<file path="src/sv/tiled_background_pixel_fetch_unit_defines.svh">
// Assertion macros for the background pixel fetch unit
`ifndef TILED_BACKGROUND_PIXEL_FETCH_UNIT_DEFINES_SVH
`define TILED_BACKGROUND_PIXEL_FETCH_UNIT_DEFINES_SVH
`ifndef NO_ASSERTIONS
`define TBF_ASSERT_IMPL(label, clk, rst, prop) \
   label: assert property (@(posedge clk) disable iff (rst) prop) else $error("%m: label");
`define TBF_ASSERT_NEVER(label, clk, rst, expr) \
   label: assert property (@(posedge clk) disable iff (rst) !(expr)) else $error("%m: label");
`else
`define TBF_ASSERT_IMPL(label, clk, rst, prop)
`define TBF_ASSERT_NEVER(label, clk, rst, expr)
`endif
`endif

</file>
<file path="src/sv/tbf_pkg.sv">
`default_nettype none
package tbf_pkg;

   localparam logic [1:0] CMD_RENDER = 2'd0;
   localparam logic [1:0] CMD_WR_VRAM = 2'd1;
   localparam logic [1:0] CMD_WR_PAL = 2'd2;

   localparam logic [2:0] REG_BG_CONTROL = 3'd0;
   localparam logic [2:0] REG_H_SCROLL = 3'd1;
   localparam logic [2:0] REG_V_SCROLL = 3'd2;
   localparam logic [2:0] REG_MOSAIC_H = 3'd3;
   localparam logic [2:0] REG_MOSAIC_V = 3'd4;

   typedef struct packed {
      logic [1:0] command;
      logic [15:0] mem_address;
      logic [15:0] write_value;
      logic [7:0] screen_x;
      logic [7:0] screen_line;
   } req_type;

   typedef struct packed {
      logic [15:0] pixel_color;
      logic opaque;
   } rsp_type;

   // ceil(4096 / (m+1)); (v * recip) >> 12 gives v / (m+1) exactly for v under 256
   function automatic logic [12:0] mosaic_recip(input logic [3:0] m);
      logic [12:0] r;
      case (m)
         4'd0: r = 13'd4096;
         4'd1: r = 13'd2048;
         4'd2: r = 13'd1366;
         4'd3: r = 13'd1024;
         4'd4: r = 13'd820;
         4'd5: r = 13'd683;
         4'd6: r = 13'd586;
         4'd7: r = 13'd512;
         4'd8: r = 13'd456;
         4'd9: r = 13'd410;
         4'd10: r = 13'd373;
         4'd11: r = 13'd342;
         4'd12: r = 13'd316;
         4'd13: r = 13'd293;
         4'd14: r = 13'd274;
         default: r = 13'd256;
      endcase
      return r;
   endfunction

endpackage
`default_nettype wire

</file>
<file path="src/sv/tbf_addr_stage.sv">
`default_nettype none
// Mosaic, scroll and screen block selection; registers the map read address
module tbf_addr_stage #(
   parameter int MapAw = 15
) (
   input wire logic clock,
   input wire logic reset,
   input wire logic in_valid,
   input wire logic [7:0] in_x,
   input wire logic [7:0] in_y,
   input wire logic [15:0] bg_control,
   input wire logic [8:0] h_scroll,
   input wire logic [8:0] v_scroll,
   input wire logic [3:0] mosaic_h,
   input wire logic [3:0] mosaic_v,
   output logic out_valid,
   output logic [MapAw-1:0] map_addr,
   output logic [2:0] out_tx,
   output logic [2:0] out_ty
);
   logic [3:0] mhe, mve;
   logic [4:0] bx, by;
   logic [12:0] rx, ry;
   logic [19:0] px, py;
   logic [7:0] qx_in, qy_in, qx_ff, qy_ff;
   logic [12:0] sx, sy;
   logic [7:0] mx_ff, my_ff, mx_in, my_in;
   logic v1_ff, v2_ff, v3_ff;
   logic [8:0] xx, yy;
   logic [MapAw-1:0] base, addr_ff;
   logic [2:0] tx_ff, ty_ff;
   logic wide, tall;

   // first stage: block index by reciprocal multiply; mosaic off acts as a block of one
   always_comb begin
      mhe = bg_control[6] ? mosaic_h : 4'd0;
      mve = bg_control[6] ? mosaic_v : 4'd0;
      bx = {1'b0, mhe} + 5'd1;
      by = {1'b0, mve} + 5'd1;
      rx = tbf_pkg::mosaic_recip(mhe);
      ry = tbf_pkg::mosaic_recip(mve);
      px = 20'(in_x) * 20'(rx);
      py = 20'(in_y) * 20'(ry);
      qx_in = 8'(px >> 12);
      qy_in = 8'(py >> 12);
   end

   always_ff @(posedge clock) begin
      qx_ff <= qx_in;
      qy_ff <= qy_in;
      mx_ff <= mx_in;
      my_ff <= my_in;
      if (reset) begin
         v1_ff <= 1'b0;
         v2_ff <= 1'b0;
         v3_ff <= 1'b0;
      end else begin
         v1_ff <= in_valid;
         v2_ff <= v1_ff;
         v3_ff <= v2_ff;
      end
   end

   // second stage: back to the start of the block
   always_comb begin
      sx = 13'(qx_ff) * 13'(bx);
      sy = 13'(qy_ff) * 13'(by);
      mx_in = 8'(sx);
      my_in = 8'(sy);
   end

   always_comb begin
      wide = bg_control[14];
      tall = bg_control[15];
      xx = {1'b0, mx_ff} + h_scroll;
      yy = {1'b0, my_ff} + v_scroll;
      base = MapAw'({bg_control[12:8], 10'd0});
      if (xx[8] && wide) base = base + MapAw'(16'h400);
      if (yy[8] && tall) base = base + (wide ? MapAw'(16'h800) : MapAw'(16'h400));
   end

   always_ff @(posedge clock) begin
      addr_ff <= base + MapAw'({yy[7:3], xx[7:3]});
      tx_ff <= xx[2:0];
      ty_ff <= yy[2:0];
   end

   assign out_valid = v3_ff;
   assign map_addr = addr_ff;
   assign out_tx = tx_ff;
   assign out_ty = ty_ff;
endmodule
`default_nettype wire
</file>
<file path="config.mk">
export PLATFORM = sky130hd
export DESIGN_NAME = tbf_addr_stage
export DESIGN_NICKNAME = d
export VERILOG_FILES = /design/src/sv/tiled_background_pixel_fetch_unit_defines.svh /design/src/sv/tbf_pkg.sv /design/src/sv/tbf_addr_stage.sv
export SDC_FILE = /design/constraint.sdc
export NUM_CORES = 1
export LEC_CHECK = 0
export BUFFER_PORTS_ARGS = -buffer_cell sky130_fd_sc_hd__buf_2
export CORE_MARGIN = 5
export CORE_UTILIZATION = 65
export DETAILED_ROUTE_END_ITERATION = 6
export GPL_TIMING_DRIVEN = 0
export PLACE_DENSITY_LB_ADDON = 0.3
export SLEW_MARGIN = 15
export SYNTH_ARGS = -nofsm -noshare
export SYNTH_HDL_FRONTEND = slang
export SYNTH_SLANG_ARGS = --single-unit
</file>
<file path="constraint.sdc">
create_clock -name clock -period 13.3 [get_ports clock]
set_input_delay 0.665 -clock clock [delete_from_list [all_inputs] [get_ports clock]]
set_output_delay 0.665 -clock clock [all_outputs]
set_load 0.05 [all_outputs]
</file>
==> out/qor.csv <==
stage,metric,value,unit
global_routing,antenna_found_initial,0,
floorplanning,dieArea,0.01791,mm^2
detailed_routing,post_drt_wl_per_cell,14.97,um
final_layout,finalNonFillerCells,1392,
synth,synthCells,1122,
placed_design,dpl_cell_area,0.01057,mm^2
timing,finalHoldViolCount,0,
critical_path,cp-end-kind,flop,
cts,cts_tree,built,
cts,clock_path_buffers,2,
critical_path,max_stage_delay,0.75,ns
timing,setup_viol,0,
timing,worst_pin_slew,1.016,ns
power_and_ir_drop,leakage,5.718,nW
detailed_routing,drt_iter0_drc,471,
detailed_routing,ant_nets,0,
detailed_routing,firstDrtPassIters,5,
synth,synth-main-ff-cell,dfxtp_1,
synth,syn_nets,1462,
synth,yosysMostFrequentCell,inv_1,
cts,cts_hold_buf,0,
synth,synth_area_per_cell,8.884,um^2
power_and_ir_drop,seqPwrFrac,21.6,%
final_layout,fin_nets,1543,
floorplanning,core,0.01515,mm^2
critical_path,arrival,8.33,ns
cts,h-tree-depth,2,
cts,post_cts_resized,0,
floorplanning,die_h,133.8,um
hold_path,hp-class,reg2reg,
placed_design,dpl.hpwl,17.94,mm
synth,yosysTopAreaCellShare,30.73,%
synth,synth_edf_count,0,
floorplanning,num_rows,45,
cts,cts_setup_buffers,0,
detailed_routing,routed_wl,20.83,mm
synth,yosysUniqueCellTypes,55,
detailed_routing,vias_per_cell,5.529,
critical_path,critical_path_class,in2reg,
timing,rsz0062_at_grt,no,
power_and_ir_drop,ir_worst_vdd,0.1087,mV
timing,setup_tns,0,ns
synth,yosys_warnings,0,
timing,finalMaxSlewViolations,0,
synth,synth_common_cells,"203 x inv_1, 153 x fa_1, 126 x ha_1",
synth,synth_largest_area_cell,fa_1,
floorplanning,start_util,65.82,%
global_routing,grt_usage,24.18,%
power_and_ir_drop,p_sw,629.5,uW
critical_path,required,13.51,ns
placed_design,gp_routability_congestion,0.8876,
cts,cts_made_buffers,5,
global_routing,grt_overflow,0,
synth,synth_area,0.009968,mm^2
cts,clock_latency,0.29,ns
power_and_ir_drop,power.share.combinational,68.5,%
power_and_ir_drop,p_int,685.2,uW
final_layout,fillCellCount,1250,
final_layout,diodes,0,
status,status,finished clean,
power_and_ir_drop,pwr-share-clk,10.0,%
critical_path,slowest_stage,o21ai_0,
power_and_ir_drop,p_sw_share,47.88,%
final_layout,area_delta_synth_final,7.594,%
cts,path_clk_slew,0.06,ns
global_routing,grt_pass1_vias,8162,
cts,clkSinkCount,56,
global_routing,grt_max_degree,20,
synth,async_flop_share,0,%
floorplanning,ios,83,
timing,max_freq,123.3,MHz
final_layout,drive_above_1_share,8.140,%
synth,ys_seq_area_share,11.25,%
placed_design,port_buffers,74,
detailed_routing,vias,7696,
timing,layout_min_cycle_time,8.113,ns
run,drv_cap,0,
global_routing,grt_pass1_wl,36.07,mm
power_and_ir_drop,total_power,1.315,mW
placed_design,dpl.cell_count,1384,
synth,ys_ff_latch,56,
critical_path,cp_common_cell,inv_1,
floorplanning,die_w,133.8,um
cts,cts_root_buf,clkbuf_16,
final_layout,stdcell_area,0.01073,mm^2
timing,finalCritPeriodShare,61.00,%
power_and_ir_drop,power.density,122.6,mW/mm^2
timing,fin_skew,0.01066,ns
timing,slew-limit-headroom,31.54,%
synth,synthTopCellsByArea,"fa_1 31%, ha_1 16%, dfxtp_1 11%, inv_1 7.6%, and2_1 6.5%",
critical_path,crit_path_start_kind,input port,
critical_path,crit_fanout,10,
detailed_routing,drc_errors,0,
-- cell usage in the layout (no fill, tap or decap), types with 4 or more instances in the layout --
master and count:
o21ai_0 19, and2_1 104, nand3b_1 4, nor2_1 32, xor2_1 9, o21bai_1 7, fa_1 153, nand4_1 4
ha_1 126, nand2_1 118, nor2b_1 25, nand2b_1 10, clkbuf_16 5, nand3_1 10, clkbuf_1 24, nor3_1 12
dfxtp_1 56, a21o_1 11, buf_2 75, a21oi_1 41, xnor2_1 55, and3_1 49, inv_1 203
-- state kept, by name, indices dropped and copies added, names as in the netlist --
| register | flops |
|---|---|
| map_addr | 15 |
| mx_ff | 8 |
| my_ff | 8 |
| out_tx | 3 |
| out_ty | 3 |
| out_valid | 1 |
| qx_ff | 8 |
| qy_ff | 8 |
| v1_ff | 1 |
| v2_ff | 1 |
-- through the flow --
step	setup slack [ns]	hold slack, ns	util (%)
2_1_floorplan	6.568	0.4138	-
3_3_place_gp	4.959	0.4171	69.81
3_5_place_dp	4.963	0.4324	69.81
4_1_cts	5.248	0.4503	70.81
5_1_grt	4.688	0.4689	70.81
6_report	5.187	0.4430	70.81
-- cells by family (layout without fill, tap and decap cells) --
kind of cell               Yosys count  count (layout)  synth area share [%]
adders and majority gates          279             279                 46.54
and+or+nand+nor                    380             380                 20.17
AOI/OAI and AO/OA                  107             107                 7.105
muxes                                5               5                0.5272
DFF                                 56              56                 11.25
xor gates and xnor gates            64              64                 5.623
buffers and inverters              231             313                 8.786
-- per-layer routing --
layer,part of all wire [%],global-route usage (%)
met2,52,44.58
met4,2.3,6.914
met5,0,0
met1,40,29.56
met3,5.5,3.226
-- layout make-up --
cell class	instances	area [um^2]	share of cell area, %
timing repair buffer	74	370.4	3.453
inverter	203	762.0	7.105
sequential	56	1121	10.45
clock buffer	5	125.1	1.167
buffer	28	113.9	1.062
tap	188	235.2	2.193
clock inverter	3	26.28	0.2450
multi-input combinational	835	7971	74.32
-- worst max-delay path, delay by kind of cell --
family / cells / cell delay (ns)
AOI/OAI and AO/OA: 5 / 1.77
and+or+nand+nor: 5 / 1.24
adders and majority gates: 6 / 2.58
buffers and inverters: 9 / 1.65
muxes: 1 / 0.26
xor gates and xnor gates: 1 / 0.13
-- power groups by stage --
stage / Combinational, mW / Sequential (mW) / Clock (mW)
finish: 0.900 / 0.284 / 0.131
global route: 1.02 / 0.293 / 0.142
CTS: 0.909 / 0.284 / 0.134
detailed placement: 0.904 / 0.287 / 0
global placement: 0.867 / 0.286 / 0
floorplan: 0.606 / 0.388 / 0
-- path summary, 6_finish.rpt --
path	slack [ns]	cells past startpoint	endpoint	start
hold / removal	0.44	1	out_ty[0]	my_ff[0]
setup reg to reg	10.14	11	mx_ff[7]	qx_ff[2]
hold reg to reg	0.44	1	out_ty[0]	my_ff[0]
setup / recovery	5.19	27	qx_ff[7]	bg_control[6]
Note: power is estimated with default switching activity, not from simulation.
